File: src/ppsc_pkg.sv
// ----------------------------------------------------------------------------
// ppsc_pkg
// shared types, fixed-point constants and elaboration-time tables for the
// pure pursuit speed and steering controller
// ----------------------------------------------------------------------------
package ppsc_pkg;

  localparam int CORDIC_STEPS_DEF = 16;
  localparam int TAB_DEPTH        = 32;
  localparam int TAB_IDX_W        = 5;

  // datapath widths
  localparam int XY_W   = 60;  // cordic x/y, mm scaled by 2^30
  localparam int Z_W    = 45;  // angles, radians q40
  localparam int SQ_W   = 49;  // squared distance
  localparam int ROOT_W = 25;  // distance in mm
  localparam int MUL_W  = 32;
  localparam int PROD_W = 64;

  localparam int APB_AW = 4;
  localparam int APB_DW = 32;

  localparam logic [MUL_W-1:0] DEG10_Q16   = 32'd37549362;
  localparam int               STEER_LIMIT = 12868;
  localparam logic [6:0]       ACCEL_FULL  = 7'd100;
  localparam int               STEER_BIAS  = 90;

  typedef enum logic [1:0] {
    REG_TARGET_SPEED = 2'd0,
    REG_BRAKE_GAIN   = 2'd1,
    REG_WHEEL_BASE   = 2'd2
  } reg_idx_t;

  typedef enum logic {
    CM_VECTOR,
    CM_ROTATE
  } cordic_mode_t;

  typedef struct packed {
    logic         start;
    cordic_mode_t mode;
  } cordic_req_t;

  typedef enum logic [4:0] {
    ST_IDLE,
    ST_SPEED_MUL,
    ST_SPEED_SAT,
    ST_DX_MUL,
    ST_DY_MUL,
    ST_D2_SUM,
    ST_VEC_WAIT,
    ST_ALPHA_SUB,
    ST_WRAP_HI,
    ST_WRAP_LO,
    ST_FOLD_HI,
    ST_FOLD_LO,
    ST_SIN_GO,
    ST_SIN_WAIT,
    ST_NUM_MUL,
    ST_STEER_GO,
    ST_STEER_WAIT,
    ST_STEER_RND,
    ST_DEG_MUL,
    ST_DEG_RND,
    ST_DONE
  } state_t;

  typedef logic signed [Z_W-1:0] atan_tab_t [TAB_DEPTH];

  // shift-subtract division, only evaluated at elaboration
  function automatic logic [63:0] udiv64(input logic [63:0] num, input logic [63:0] den);
    logic [64:0] rem;
    logic [63:0] q;
    rem = '0;
    q   = '0;
    for (int i = 63; i >= 0; i--) begin
      rem = {rem[63:0], num[i]};
      if (rem >= {1'b0, den}) begin
        rem  = rem - {1'b0, den};
        q[i] = 1'b1;
      end
    end
    return q;
  endfunction

  function automatic logic [63:0] isqrt64c(input logic [63:0] v_in);
    logic [63:0] v;
    logic [63:0] r;
    logic [63:0] b;
    v = v_in;
    r = '0;
    b = 64'd1 << 62;
    while (b > v) b = b >> 2;
    while (b != 0) begin
      if (v >= r + b) begin
        v = v - (r + b);
        r = (r >> 1) + b;
      end else begin
        r = r >> 1;
      end
      b = b >> 2;
    end
    return r;
  endfunction

  // atan(1/n) in q40 by the integer series
  function automatic logic signed [63:0] atan_inv(input logic [63:0] n);
    logic [63:0]        p;
    logic [63:0]        nn;
    logic [63:0]        k;
    logic [63:0]        t;
    logic signed [63:0] s;
    p  = udiv64(64'd1 << 40, n);
    nn = n * n;
    k  = '0;
    s  = '0;
    while (p != 0) begin
      t = udiv64(p, 2 * k + 1);
      if (k[0]) s = s - signed'(t);
      else      s = s + signed'(t);
      p = udiv64(p, nn);
      k = k + 1;
    end
    return s;
  endfunction

  function automatic atan_tab_t build_atan_tab();
    atan_tab_t tab;
    tab[0] = Z_W'(atan_inv(64'd2) + atan_inv(64'd3));
    for (int i = 1; i < TAB_DEPTH; i++) begin
      tab[i] = Z_W'(atan_inv(64'd1 << i));
    end
    return tab;
  endfunction

  // gain-corrected start value for the sine rotation, q30
  function automatic logic [63:0] sin_x0(input int n);
    logic [63:0] g;
    logic [63:0] gr;
    g = 64'd1 << 30;
    for (int i = 0; i < n; i++) begin
      g = g + (g >> (2 * i));
    end
    gr = isqrt64c(g << 30);
    return udiv64((64'd1 << 60) + (gr >> 1), gr);
  endfunction

  localparam atan_tab_t ATAN_TAB = build_atan_tab();
  localparam logic signed [Z_W-1:0] HALF_PI = ATAN_TAB[0] <<< 1;
  localparam logic signed [Z_W-1:0] PI_Q40  = ATAN_TAB[0] <<< 2;
  localparam logic signed [Z_W-1:0] TWO_PI  = ATAN_TAB[0] <<< 3;

endpackage

File: src/ppsc_mul.sv
// ----------------------------------------------------------------------------
// ppsc_mul
// shared signed 32x32 multiplier with registered product
// ----------------------------------------------------------------------------
module ppsc_mul (
  input  logic                                  clk,
  input  logic signed [ppsc_pkg::MUL_W-1:0]     a,
  input  logic signed [ppsc_pkg::MUL_W-1:0]     b,
  output logic signed [ppsc_pkg::PROD_W-1:0]    prod
);

  always_ff @(posedge clk) begin
    prod <= a * b;
  end

endmodule

File: config.mk
export PLATFORM = sky130hd
export DESIGN_NAME = ppsc_mul
export DESIGN_NICKNAME = d
export VERILOG_FILES = /design/src/ppsc_pkg.sv /design/src/ppsc_mul.sv
export SDC_FILE = /design/constraint.sdc
export NUM_CORES = 2
export LEC_CHECK = 0
export ABC_CLOCK_PERIOD_IN_PS = 9500
export BUFFER_PORTS_ARGS = -buffer_cell sky130_fd_sc_hd__buf_4
export CAP_MARGIN = 5
export CORE_MARGIN = 2
export CORE_UTILIZATION = 50
export CTS_CLUSTER_SIZE = 40
export DETAILED_ROUTE_END_ITERATION = 10
export GPL_TIMING_DRIVEN = 0
export HOLD_SLACK_MARGIN = 0.08
export PLACE_DENSITY = 0.66
export SLEW_MARGIN = 20
export SYNTH_ARGS = -nofsm -noshare
export SYNTH_HDL_FRONTEND = slang
export SYNTH_SLANG_ARGS = --single-unit
File: constraint.sdc
create_clock -name clk -period 9.5 [get_ports clk]
set_clock_uncertainty 0.15 [all_clocks]
set_input_delay 1.425 -clock clk [delete_from_list [all_inputs] [get_ports clk]]
set_output_delay 1.425 -clock clk [all_outputs]
set_load 0.01 [all_outputs]
==> results.sh <==
export IMPL_status="finished, final reports clean"
export IMPL_grt_max_degree=23
export IMPL_synth_top_cell_by_area="fa_1"
export IMPL_cp_top_family="adder cells"
export IMPL_ys_ff_latch=64
export IMPL_initial_core_util_pct=50.3
export IMPL_rsz0062_at_grt="true"
export IMPL_cts_root_buf="clkbuf_16"
export IMPL_period_share_pct=97.7
export IMPL_synth_top_family_by_area="adder cells"
export IMPL_drv_slew=0
export IMPL_synthMuxAreaShare_pct=0
export IMPL_slowest_stage="fa_1"
export IMPL_setup_tns_ns=0
export IMPL_critPathMaxStageDelay_ns=0.75
export IMPL_worstPathArrival_ns=9.48
export IMPL_yosys_warnings=0
export IMPL_grt_pass1_vias=29500
export IMPL_synth_area_um2=37200
export IMPL_hold_violations=0
export IMPL_ys_top_cells_by_count="1082 x fa_1, 952 x inv_1, 516 x and2_1"
export IMPL_largest_reg_flops=64
export IMPL_io_pins=129
export IMPL_h_tree_depth=3
export IMPL_num_rows=100
export IMPL_synth_edf_count=0
export IMPL_worst_slew_pin_slew_ns=1.01
export IMPL_hp_class="in -> reg"
export IMPL_crit_top_cell="fa_1"
export IMPL_max_cap_violations=0
export IMPL_path_max_fanout=10
export IMPL_cp_required_ns=9.69
export IMPL_ant_nets=0
export IMPL_die_w_um=277
export IMPL_die_h_um=277
export IMPL_final_cells=5016
export IMPL_synth_top_area_share_pct=58.2
export IMPL_dr_wl_met2_mm=59.5
export IMPL_wl_mm=127
export IMPL_cts_made_buffers=9
export IMPL_grt_first_pass_wirelength_mm=192
export IMPL_via_count=27400
export IMPL_end_kind="register"
export IMPL_syn_avg_cell_area_um2=9.59
export IMPL_coreArea_um2=74100
export IMPL_drt_iter0_drc=2135
export IMPL_hpwl_mm=111
export IMPL_path_cells="buf_4 > clkbuf_1 > nand2_1 > fa_1 > inv_1 > fa_1 > fa_1 > fa_1 > fa_1 > fa_1 > fa_1 > fa_1 > ha_1 > a21oi_1 > nand2b_1 > a21oi_1 > o21ai_0 > a31oi_1 > o2bb2ai_1 > a311oi_2 > o31ai_1 > a21oi_1 > xnor2_1"
export IMPL_dieArea_um2=76700
export IMPL_antenna_found_initial=18
export IMPL_ctsHoldBuffers=0
export IMPL_cp_num_buf_inv=3
export IMPL_overflow=0
export IMPL_max_slew_margin_rel_pct=32.3
export IMPL_cts_buffer_depth=2
export IMPL_globalplace_congestion=1.05
export IMPL_syn_inst=3884
export IMPL_critical_path_class="in -> reg"
export IMPL_layout_drive_gt1_share_pct=7.17
export IMPL_fin_nets=5369
export IMPL_cts_sinks=64
export IMPL_wl_met3_mm=10.4
export IMPL_synth_simple_area_share_pct=15.4
export IMPL_synth_fp_nets=5215
export IMPL_path_clk_slew_ns=0.07
export IMPL_synthAdderAreaFrac_pct=64.3
export IMPL_period_minus_slack_ns=9.28
export IMPL_dpl_cell_count=4981
export IMPL_track_usage_pct=34.9
export IMPL_port_buffers=128
export IMPL_routed_via_density=5.45
export IMPL_wl_met1_mm=47.9
export IMPL_seq_area_frac_synth_pct=3.44
export IMPL_top_layer="met5"
export IMPL_synthToLayoutAreaGrowth_pct=7.58
export IMPL_fmax_mhz=108
export IMPL_async_flop_share_pct=0
export IMPL_synth_compound_area_share_pct=3.46
export IMPL_synth_xor_xnor_area_share_pct=1.76
export IMPL_start_kind="input port"
export IMPL_drc_errors=0
export IMPL_setup_viol=0
export IMPL_wl_per_cell_um=25.3
export IMPL_drtPass1Iterations=5
export IMPL_netlist_top_cells_area="fa_1 58%, inv_1 9.6%, and2_1 8.7%"
export IMPL_tritoncts="done"
export IMPL_reg_top3="prod: 64 flops"
export IMPL_synth_distinct_cells=63
export IMPL_top_register="prod"
export IMPL_ys_dominant_reg_cell="dfxtp_1"
export IMPL_yosysMostFrequentCell="fa_1"
[area by class of cell]
type / instances / area, um2
sequential: 64 / 1280
tap: 969 / 1210
clock buffer: 12 / 256
fill: 6838 / 34000
timing repair buffer: 148 / 1150
antenna: 4 / 10.0
clock inverter: 4 / 28.8
multi-input combinational: 2668 / 31700
buffer: 195 / 847
inverter: 952 / 3580
[cells in the final DEF, fill, tap and decap left out, types with 7 or more instances in the layout]
| cell | instances |
|---|---|
| ha_1 | 184 |
| o21bai_1 | 15 |
| a21o_1 | 23 |
| clkbuf_1 | 103 |
| nand3_1 | 15 |
| and3_1 | 7 |
| dfxtp_1 | 64 |
| xnor2_1 | 53 |
| and2_1 | 516 |
| o21ai_0 | 26 |
| nand2b_1 | 9 |
| a21oi_1 | 67 |
| a31oi_1 | 10 |
| clkbuf_16 | 9 |
| fa_1 | 1080 |
| inv_1 | 949 |
| buf_4 | 145 |
| nand2_1 | 509 |
| xor2_1 | 22 |
| clkbuf_2 | 83 |
| nand4_1 | 7 |
| nor2_1 | 42 |
[kinds of logic (layout without fill, tap and decap cells)]
kind of cell,Yosys count,in the layout
AO/OA/AOI/OAI,193,193
XOR/XNOR,75,75
adder cells (fa/ha/maj),1266,1266
buffers and inverters,1152,1311
flip-flops,64,64
other,0,4
AND/OR/NAND/NOR,1134,1134
[timing repair]
| item | in CTS | in global routing |
|---|---|---|
| pin swaps | 2 | 3 |
| gates cloned | 0 | 0 |
| endpoints found under the setup margin | 23 | 15 |
| resized for setup | 37 | 149 |
| setup buffers | 7 | 13 |
[metrics by stage]
| stage | hold WS, ns | instance area, um2 | util, % | setup slack, ns |
|---|---|---|---|---|
| global route | 1.23 | 40100 | 54.1 | -0.0188 |
| finish | 1.25 | 40100 | 54.1 | 0.215 |
| detailed placement | 1.65 | 39400 | 53.2 | -1.51 |
| CTS | 1.23 | 39800 | 53.8 | 0.00168 |
| floorplan | 1.40 | 37200 | - | 0.664 |
| global placement | 1.64 | 39400 | 53.2 | -1.68 |
[metal layers]
metal | up-vias | global-route usage (%)
met4 | 6 | 19.8
met5 | - | 0
met1 | 14400 | 45.0
met3 | 351 | 5.64
li1 | 11400 | -
met2 | 1276 | 56.5
[worst paths after layout]
check,start,to,slack [ns],depth (start not counted)
hold / removal,b[0],prod[0],1.25,2
setup / recovery,a[6],prod[63],0.22,23
Power is not shown: default switching activity piles up to over one toggle a cycle in this logic, so the estimate is an artifact.
