## src/ppsc_pkg.sv

```systemverilog
// ----------------------------------------------------------------------------
// ppsc_pkg
// shared types, fixed-point constants and elaboration-time tables for the
// pure pursuit speed and steering controller
// ----------------------------------------------------------------------------
package ppsc_pkg;

  localparam int CORDIC_STEPS_DEF = 16;
  localparam int TAB_DEPTH        = 32;
  localparam int TAB_IDX_W        = 5;

  // datapath widths
  localparam int XY_W   = 60;  // cordic x/y, mm scaled by 2^30
  localparam int Z_W    = 45;  // angles, radians q40
  localparam int SQ_W   = 49;  // squared distance
  localparam int ROOT_W = 25;  // distance in mm
  localparam int MUL_W  = 32;
  localparam int PROD_W = 64;

  localparam int APB_AW = 4;
  localparam int APB_DW = 32;

  localparam logic [MUL_W-1:0] DEG10_Q16   = 32'd37549362;
  localparam int               STEER_LIMIT = 12868;
  localparam logic [6:0]       ACCEL_FULL  = 7'd100;
  localparam int               STEER_BIAS  = 90;

  typedef enum logic [1:0] {
    REG_TARGET_SPEED = 2'd0,
    REG_BRAKE_GAIN   = 2'd1,
    REG_WHEEL_BASE   = 2'd2
  } reg_idx_t;

  typedef enum logic {
    CM_VECTOR,
    CM_ROTATE
  } cordic_mode_t;

  typedef struct packed {
    logic         start;
    cordic_mode_t mode;
  } cordic_req_t;

  typedef enum logic [4:0] {
    ST_IDLE,
    ST_SPEED_MUL,
    ST_SPEED_SAT,
    ST_DX_MUL,
    ST_DY_MUL,
    ST_D2_SUM,
    ST_VEC_WAIT,
    ST_ALPHA_SUB,
    ST_WRAP_HI,
    ST_WRAP_LO,
    ST_FOLD_HI,
    ST_FOLD_LO,
    ST_SIN_GO,
    ST_SIN_WAIT,
    ST_NUM_MUL,
    ST_STEER_GO,
    ST_STEER_WAIT,
    ST_STEER_RND,
    ST_DEG_MUL,
    ST_DEG_RND,
    ST_DONE
  } state_t;

  typedef logic signed [Z_W-1:0] atan_tab_t [TAB_DEPTH];

  // shift-subtract division, only evaluated at elaboration
  function automatic logic [63:0] udiv64(input logic [63:0] num, input logic [63:0] den);
    logic [64:0] rem;
    logic [63:0] q;
    rem = '0;
    q   = '0;
    for (int i = 63; i >= 0; i--) begin
      rem = {rem[63:0], num[i]};
      if (rem >= {1'b0, den}) begin
        rem  = rem - {1'b0, den};
        q[i] = 1'b1;
      end
    end
    return q;
  endfunction

  function automatic logic [63:0] isqrt64c(input logic [63:0] v_in);
    logic [63:0] v;
    logic [63:0] r;
    logic [63:0] b;
    v = v_in;
    r = '0;
    b = 64'd1 << 62;
    while (b > v) b = b >> 2;
    while (b != 0) begin
      if (v >= r + b) begin
        v = v - (r + b);
        r = (r >> 1) + b;
      end else begin
        r = r >> 1;
      end
      b = b >> 2;
    end
    return r;
  endfunction

  // atan(1/n) in q40 by the integer series
  function automatic logic signed [63:0] atan_inv(input logic [63:0] n);
    logic [63:0]        p;
    logic [63:0]        nn;
    logic [63:0]        k;
    logic [63:0]        t;
    logic signed [63:0] s;
    p  = udiv64(64'd1 << 40, n);
    nn = n * n;
    k  = '0;
    s  = '0;
    while (p != 0) begin
      t = udiv64(p, 2 * k + 1);
      if (k[0]) s = s - signed'(t);
      else      s = s + signed'(t);
      p = udiv64(p, nn);
      k = k + 1;
    end
    return s;
  endfunction

  function automatic atan_tab_t build_atan_tab();
    atan_tab_t tab;
    tab[0] = Z_W'(atan_inv(64'd2) + atan_inv(64'd3));
    for (int i = 1; i < TAB_DEPTH; i++) begin
      tab[i] = Z_W'(atan_inv(64'd1 << i));
    end
    return tab;
  endfunction

  // gain-corrected start value for the sine rotation, q30
  function automatic logic [63:0] sin_x0(input int n);
    logic [63:0] g;
    logic [63:0] gr;
    g = 64'd1 << 30;
    for (int i = 0; i < n; i++) begin
      g = g + (g >> (2 * i));
    end
    gr = isqrt64c(g << 30);
    return udiv64((64'd1 << 60) + (gr >> 1), gr);
  endfunction

  localparam atan_tab_t ATAN_TAB = build_atan_tab();
  localparam logic signed [Z_W-1:0] HALF_PI = ATAN_TAB[0] <<< 1;
  localparam logic signed [Z_W-1:0] PI_Q40  = ATAN_TAB[0] <<< 2;
  localparam logic signed [Z_W-1:0] TWO_PI  = ATAN_TAB[0] <<< 3;

endpackage

```

## src/ppsc_isqrt.sv

```systemverilog
// ----------------------------------------------------------------------------
// ppsc_isqrt
// bit-serial integer square root, one result bit per cycle
// ----------------------------------------------------------------------------
module ppsc_isqrt (
  input  logic                              clk,
  input  logic                              rst,
  input  logic                              start,
  input  logic [ppsc_pkg::SQ_W-1:0]         value,
  output logic                              busy,
  output logic [ppsc_pkg::ROOT_W-1:0]       root
);

  localparam int W = ppsc_pkg::SQ_W + 1;

  logic [W-1:0] rem;
  logic [W-1:0] r;
  logic [W-1:0] b;
  logic [W-1:0] trial;
  logic         fits;

  assign trial = r + b;
  assign fits  = rem >= trial;
  assign root  = r[ppsc_pkg::ROOT_W-1:0];

  always_ff @(posedge clk) begin
    if (rst) begin
      busy <= 1'b0;
    end else if (start) begin
      busy <= 1'b1;
    end else if (busy && b[0]) begin
      busy <= 1'b0;
    end
  end

  always_ff @(posedge clk) begin
    if (start) begin
      rem <= W'(value);
      r   <= '0;
      b   <= W'(1) << (ppsc_pkg::SQ_W - 1);
    end else if (busy) begin
      if (fits) begin
        rem <= rem - trial;
        r   <= (r >> 1) + b;
      end else begin
        r   <= r >> 1;
      end
      b <= b >> 2;
    end
  end

endmodule

```

## config.mk

```make
export PLATFORM = sky130hd
export DESIGN_NAME = ppsc_isqrt
export DESIGN_NICKNAME = d
export VERILOG_FILES = /design/src/ppsc_pkg.sv /design/src/ppsc_isqrt.sv
export SDC_FILE = /design/constraint.sdc
export NUM_CORES = 1
export LEC_CHECK = 0
export BUFFER_PORTS_ARGS = -buffer_cell sky130_fd_sc_hd__clkbuf_2
export CAP_MARGIN = 40
export CORE_ASPECT_RATIO = 0.6
export CORE_MARGIN = 3
export CORE_UTILIZATION = 60
export CTS_CLUSTER_DIAMETER = 40
export CTS_CLUSTER_SIZE = 8
export DETAILED_ROUTE_END_ITERATION = 10
export PLACE_DENSITY = 0.79
export SLEW_MARGIN = 20
export SYNTH_ARGS = -nofsm -noshare
export SYNTH_HDL_FRONTEND = slang
export SYNTH_SLANG_ARGS = --single-unit
```

## constraint.sdc

```tcl
create_clock -name clk -period 13.4 [get_ports clk]
set_clock_uncertainty 0.1 [all_clocks]
set_input_delay 0.67 -clock clk [delete_from_list [all_inputs] [get_ports clk]]
set_output_delay 0.67 -clock clk [all_outputs]
set_load 0.02 [all_outputs]
```

==> flow_summary_export.csv, run 1 <==
group,metric,value,unit
worst_setup_path,r2r_start,"r[2]$_SDFFE_PP0P_",
route,avgRoutedWirePerCell,20.1,µm
timing,fin_ws,6.22,ns
worst_setup_path,worstReg2RegEnd,"rem[29]$_DFFE_PP_",
run_status,status,"finished clean",
worst_setup_path,ff2ff_setup_slack,6.22,ns
clocking,clockBufferDepth,2,
finish,antenna_cells,0,
clocking,post_cts_buffers,0,
timing,tightest_slew,0.782,ns
grt,grtUsageTotal,0.322,
worst_setup_path,critical_path.top_delay_family,"compound AO/OA/AOI/OAI gates",
finish,area_growth,7.31,%
min_path,hp-start,"rst",
synth,ys_warn_count,0,
finish,finish.instance_area,0.0122,mm²
floorplanning,initial_core_util,0.621,
route,drcViolationCount,0,
clocking,htree_levels,4,
synth,synth_edf_count,49,
synth,synth_area,0.0114,mm²
finish,fill_cells,1537,
flow_run,maxCapViolations,0,
clocking,clock_latency,0.43,ns
floorplanning,dieArea,0.0207,mm²
route,wirelength,33300,µm
grt,grt_first_pass_wirelength,53300,µm
timing,finalHoldViolations,0,
timing,fin_crit_sh,0.536,
place,dpl.hpwl,24900,µm
worst_setup_path,cp-end-kind,"flip-flop",
min_path,holdCritPathClass,"in -> reg",
worst_setup_path,cp.buffers_inverters,2,
grt,antenna_found_initial,0,
route,vias_per_cell,6.57,
power,ir_worst_vdd,0.138,mV
power,p_per_area,218,mW/mm²
worst_setup_path,path_cells,"ha_1 > a311oi_1 > o31ai_4 > a21o_1 > o211ai_2 > o31ai_4 > a21oi_2 > o41ai_4 > a311oi_1 > o21bai_1 > xnor2_1 > ha_1 > nand3_1 > or4_1 > nor2_1 > a41oi_1 > a21bo_2 > nand2_2 > buf_4 > o21ai_4 > buf_4",
synth,synth_cell_types,85,
synth,synthCells,1403,
floorplanning,placeableCoreArea,0.0184,mm²
worst_setup_path,reg2reg_depth,21,
clocking,cts_tree,"yes",
clocking,cts_sinks,126,
worst_setup_path,cp-start-kind,"flip-flop",
floorplanning,die_w,184,µm
power,leakagePower,4.97,nW
synth,synthArstFlopShare,0,
finish,ff_latch_area,0.00302,mm²
floorplanning,die_h,113,µm
worst_setup_path,crit_type,"reg -> reg",
finish,drive_gt1_frac,0.105,
finish,multi_input_area,0.00778,mm²
min_path,min_to,"busy$_SDFFE_PP0P_",
timing,maxSlewViolCount,0,
route,num_vias,10900,
clocking,cts_root_buffer,"clkbuf_16",
route,drtPass1Iterations,6,
clocking,postCtsHoldBufs,0,
synth,ys.flop_type,"dfxtp_1",
place,gp_congestion,0.993,
timing,setup_violations,0,
min_path,min_path_cells,2,
timing,final.setup.tns,0,ns
grt,grt_overflow_total,0,
power,fin_total_pwr,2.67,mW
timing,min_period,7.18,ns
grt,grt_pass1_vias,9680,
synth,synth_nets,1558,
grt,grt_max_degree,76,
synth,ys_seq_area_frac,0.264,
timing,hold_ws,0.298,ns
timing,fmax,139,MHz
worst_setup_path,crit_required,13.35,ns
route,antenna_left,0,
synth,avgSynthCellArea,8.12,µm²
timing,rsz0062_at_grt,"no",
place,place_area,0.0117,mm²
clocking,clkSlewWorstSetupHoldPaths,0.06,ns
synth,ys_ff_latch,126,
clocking,cts_resized,0,
floorplanning,ios,78,
finish,nNetsFinal,1566,
floorplanning,row_count,38,
route,dr.first_iter.drc_count,1474,
worst_setup_path,cp.arrival,7.13,ns
clocking,cts_buffers,17,
place,port-buffer-count,77,
worst_setup_path,critPathMaxFanout,53,
worst_setup_path,critPathSlowestCell,"buf_4",
worst_setup_path,critPathMaxStageDelay,0.55,ns
timing,relSlewSlack,0.478,
place,dp_slack,6.36,ns
-- cell usage after synthesis (19+ instances only) --
library cell | number | share of area
nand2_1 | 155 | 0.051
nor2_1 | 148 | 0.049
o21ai_0 | 104 | 0.046
ha_1 | 102 | 0.11
a21oi_1 | 78 | 0.034
dfxtp_1 | 77 | 0.14
xor2_1 | 61 | 0.047
xnor2_1 | 56 | 0.043
edfxtp_1 | 49 | 0.13
a31oi_1 | 48 | 0.026
clkbuf_1 | 41 | 0.014
a211oi_1 | 38 | 0.025
mux2i_1 | 35 | 0.031
nand3_1 | 33 | 0.014
a21o_1 | 30 | 0.020
o21bai_1 | 29 | 0.019
buf_4 | 28 | 0.018
inv_1 | 28 | 0.0092
nor3_1 | 24 | 0.011
nand4_1 | 21 | 0.012
buf_2 | 19 | 0.0083
-- logic make-up (layout without fill, tap and decap cells) --
kind of cell	count (synthesis)	in the layout	synth area share
and+or+nand+nor	464	464	0.187
DFF	126	126	0.264
adders and majority gates	103	103	0.114
buffers and inverters	124	143	0.0538
muxes	40	40	0.0357
xor gates and xnor gates	117	117	0.0899
AOI/OAI and AO/OA	429	429	0.255
-- layer usage --
| metal | GRT usage | part of all wire |
|---|---|---|
| met1 | 0.529 | 0.48 |
| met2 | 0.409 | 0.37 |
| met3 | 0.0938 | 0.14 |
| met4 | 0.0513 | 0.011 |
| met5 | 0 | 0 |
-- worst register-to-register path, stage by stage, from the launching register on --
cell,delay [ns]
dfxtp_1,0.44
ha_1,0.32
a311oi_1,0.51
o31ai_4,0.14
a21o_1,0.24
o211ai_2,0.30
o31ai_4,0.11
a21oi_2,0.29
o41ai_4,0.14
a311oi_1,0.40
o21bai_1,0.12
xnor2_1,0.17
ha_1,0.40
nand3_1,0.15
or4_1,0.43
nor2_1,0.15
a41oi_1,0.20
a21bo_2,0.44
nand2_2,0.44
buf_4,0.49
o21ai_4,0.22
buf_4,0.55
-- registers in the layout, indices dropped and copies added (netlist names) --
| name | cells |
|---|---|
| b | 25 |
| busy | 1 |
| r | 50 |
| rem | 50 |
-- through the flow --
step / std cells / util
global placement: 1630 / 0.634
detailed placement: 1631 / 0.635
finish: 1662 / 0.666
floorplan: 1403 / -
global route: 1662 / 0.666
CTS: 1661 / 0.665
-- report_power, final --
part	switching, mW	total (mW)	leakage, nW	internal (mW)
Combinational	0.989	1.58	3.57	0.587
Clock	0.174	0.439	0.276	0.265
Sequential	0.109	0.652	1.12	0.543
Total	1.27	2.67	4.97	1.40
-- layout by cell type (no fill, tap or decap), types with 35 or more instances in the layout --
cell type,netlist,final
nand2_1,155,155
nor2_1,148,148
o21ai_0,104,103
ha_1,102,102
a21oi_1,78,78
dfxtp_1,77,76
clkbuf_2,3,76
xor2_1,61,61
xnor2_1,56,56
edfxtp_1,49,49
a31oi_1,48,48
a211oi_1,38,38
mux2i_1,35,35
-- worst max path at each step --
stage | depth (start not counted) | startpoint | slack, ns | endpoint
after floorplan | 20 | r[2]$_SDFFE_PP0P_ | 4.93 | rem[0]$_DFFE_PP_
after global placement | 21 | r[2]$_SDFFE_PP0P_ | 6.54 | rem[13]$_DFFE_PP_
after detailed placement | 21 | r[2]$_SDFFE_PP0P_ | 6.36 | rem[12]$_DFFE_PP_
after CTS | 21 | r[2]$_SDFFE_PP0P_ | 6.34 | rem[22]$_DFFE_PP_
after global routing | 21 | r[2]$_SDFFE_PP0P_ | 5.80 | rem[29]$_DFFE_PP_
final | 21 | r[2]$_SDFFE_PP0P_ | 6.22 | rem[29]$_DFFE_PP_
-- area by class of cell --
cell class,count,share of cell area
Multi-Input combinational cell,1153,0.636
Timing Repair Buffer,85,0.0393
Tap cell,240,0.0246
Sequential cell,126,0.247
Clock inverter,6,0.00256
Inverter,28,0.00859
Clock buffer,24,0.0421
Note: power is estimated with default switching activity, not from simulation.
==> run 2, diff against run 1 <==
--- a/config.mk
+++ b/config.mk
@@ -9,7 +9,7 @@
 export CAP_MARGIN = 40
 export CORE_ASPECT_RATIO = 0.6
 export CORE_MARGIN = 3
-export CORE_UTILIZATION = 60
+export CORE_UTILIZATION = 57
 export CTS_CLUSTER_DIAMETER = 40
 export CTS_CLUSTER_SIZE = 8
 export DETAILED_ROUTE_END_ITERATION = 10
==> constraint.sdc (replaced) <==
create_clock -name clk -period 6.2 [get_ports clk]
set_clock_uncertainty 0.1 [all_clocks]
set_input_delay 0.31 -clock clk [delete_from_list [all_inputs] [get_ports clk]]
set_output_delay 0.31 -clock clk [all_outputs]
set_load 0.02 [all_outputs]
==> run 2 against run 1 <==
  * Worst hold slack lost 0.25 ns
  * Total power grew 120%
  * Count of clock-buffer cells in the layout grew 2
  * Largest power group unchanged
==> flow_summary_export.csv, run 2 (synthesis gave the netlist of run 1 again) <==
group,metric,value,unit
floorplanning,die_w,189,µm
worst_setup_path,cp-end-kind,"flip-flop",
worst_setup_path,crit_type,"reg -> reg",
floorplanning,dieArea,0.0218,mm²
route,met1_length,16500,µm
worst_setup_path,critPathSlowestCell,"nor4b_2",
route,top_layer,"met4",
clocking,cts_sinks,126,
timing,final.setup.tns,0,ns
finish,instances_no_fill,1711,
timing,tightest_slew,0.765,ns
timing,setup_violations,0,
route,dr.first_iter.drc_count,1356,
place,placed_cells,1677,
clocking,cts_buffers,17,
finish,nNetsFinal,1587,
floorplanning,row_count,39,
route,vias_per_cell,6.45,
clocking,clock_latency,0.44,ns
timing,relSlewSlack,0.486,
place,dp_slack,0.336,ns
grt,grt_max_degree,94,
min_path,holdCritPathClass,"in -> reg",
clocking,htree_levels,4,
place,port-buffer-count,77,
place,dpl.hpwl,25800,µm
flow_run,maxCapViolations,0,
timing,min_period,5.93,ns
timing,maxSlewViolCount,0,
finish,antenna_cells,0,
finish,post-route-util,0.645,
grt,grt_pass1_vias,9726,
worst_setup_path,critPathMaxFanout,26,
worst_setup_path,crit_required,6.23,ns
finish,final_cell_mix,"155 x nand2_1, 148 x nor2_1, 103 x o21ai_0, 102 x ha_1, 78 x a21oi_1",
route,drtPass1Iterations,6,
power,share_comb_of_total_power,0.608,
route,routed-wl-met3,4760,µm
power,ir_worst_vdd,0.336,mV
floorplanning,placeableCoreArea,0.0193,mm²
grt,grt_overflow_total,0,
worst_setup_path,cp.arrival,5.96,ns
power,p_per_area,474,mW/mm²
grt,grt_first_pass_wirelength,53400,µm
worst_setup_path,cp.buffers_inverters,3,
worst_setup_path,cpMostUsedCell,"ha_1",
grt,antenna_found_initial,0,
grt,grtUsageTotal,0.308,
route,antenna_left,0,
timing,fin_ws,0.270,ns
clocking,cts_tree,"yes",
finish,drive_gt1_frac,0.120,
power,clock_power_share,0.158,
timing,fin_crit_sh,0.957,
worst_setup_path,path_cells,"ha_1 > ha_1 > a21oi_1 > o31ai_1 > buf_4 > a21oi_1 > nor4b_2 > o41ai_2 > o21bai_2 > a31oi_1 > nor2_1 > o21ai_0 > xor2_1 > ha_1 > and3_1 > nand3_1 > nor2_1 > and3_1 > a41oi_1 > o2111ai_1 > nand2_2 > buf_4 > o21ai_4 > buf_12",
worst_setup_path,critPathMaxStageDelay,0.43,ns
floorplanning,ios,78,
place,gp_congestion,0.974,
finish,area_growth,9.42,%
route,drcViolationCount,0,
route,num_vias,11000,
worst_setup_path,cp-start-kind,"flip-flop",
clocking,clockBufferDepth,2,
power,p_switching,2.80,mW
floorplanning,die_h,116,µm
clocking,cts_root_buffer,"clkbuf_16",
power,p_seq_frac,0.235,
power,leakagePower,5.09,nW
finish,final_common_cell,"nand2_1",
run_status,status,"finished clean",
clocking,clkSlewWorstSetupHoldPaths,0.06,ns
power,p_int,3.11,mW
floorplanning,initial_core_util,0.590,
timing,hold_ws,0.0516,ns
worst_setup_path,critical_path.top_delay_family,"compound AO/OA/AOI/OAI gates",
finish,biggestRegsByFlops,"r x50, rem x50, b x25",
route,avgRoutedWirePerCell,19.9,µm
route,wirelength,34100,µm
timing,fmax,169,MHz
timing,finalHoldViolations,0,
route,met2_length,12500,µm
power,power.share.switching,0.474,
[run 2: worst min-delay path, cell delays in order]
cell and delay, ns:
clkbuf_2 0.08, nand2_1 0.04, o41ai_1 0.05
[run 2: cell type report]
| cell class | count | area, µm² |
|---|---|---|
| Clock buffer | 26 | 489 |
| Multi-Input combinational cell | 1153 | 7810 |
| Clock inverter | 6 | 35.0 |
| Fill cell | 1718 | 6850 |
| Sequential cell | 126 | 3020 |
| Tap cell | 266 | 333 |
| Inverter | 28 | 105 |
| Timing Repair Buffer | 106 | 678 |
[run 2: stage by stage]
stage	total power, mW	cell area, µm²
floorplan	3.97	11400
global placement	4.77	11900
detailed placement	4.84	11900
CTS	5.79	12400
global route	6.30	12500
finish	5.92	12500
[run 2: final timing paths]
path	slack (ns)	start	end	cells past startpoint
worst max-delay path	0.27	r[0]$_SDFFE_PP0P_	rem[22]$_DFFE_PP_	24
worst min-delay path	0.05	value[9]	rem[9]$_DFFE_PP_	3
worst max register to register	0.27	r[0]$_SDFFE_PP0P_	rem[22]$_DFFE_PP_	24
worst min register to register	0.41	rem[49]$_SDFFE_PP0P_	rem[49]$_SDFFE_PP0P_	2
[run 2: power by group through the flow]
stage               registers, mW  clock network (mW)  logic, mW
floorplan                    1.29                   0       2.68
global placement             1.38                   0       3.39
detailed placement           1.39                   0       3.45
CTS                          1.37               0.932       3.48
global route                 1.41               0.966       3.93
finish                       1.39               0.932       3.60
[run 2: routing by layer]
metal	vias to the layer above	GRT usage
met4	0	0.0575
met3	32	0.102
met5	-	0
met1	5100	0.491
li1	5218	-
met2	678	0.393
[run 2: timing repair]
item | CTS | global route
setup buffers | 0 | 1
gates resized for setup | 0 | 7
setup endpoints to repair | 0 | 94
hold endpoints to repair | 1 | 0
hold buffers | 1 | 0
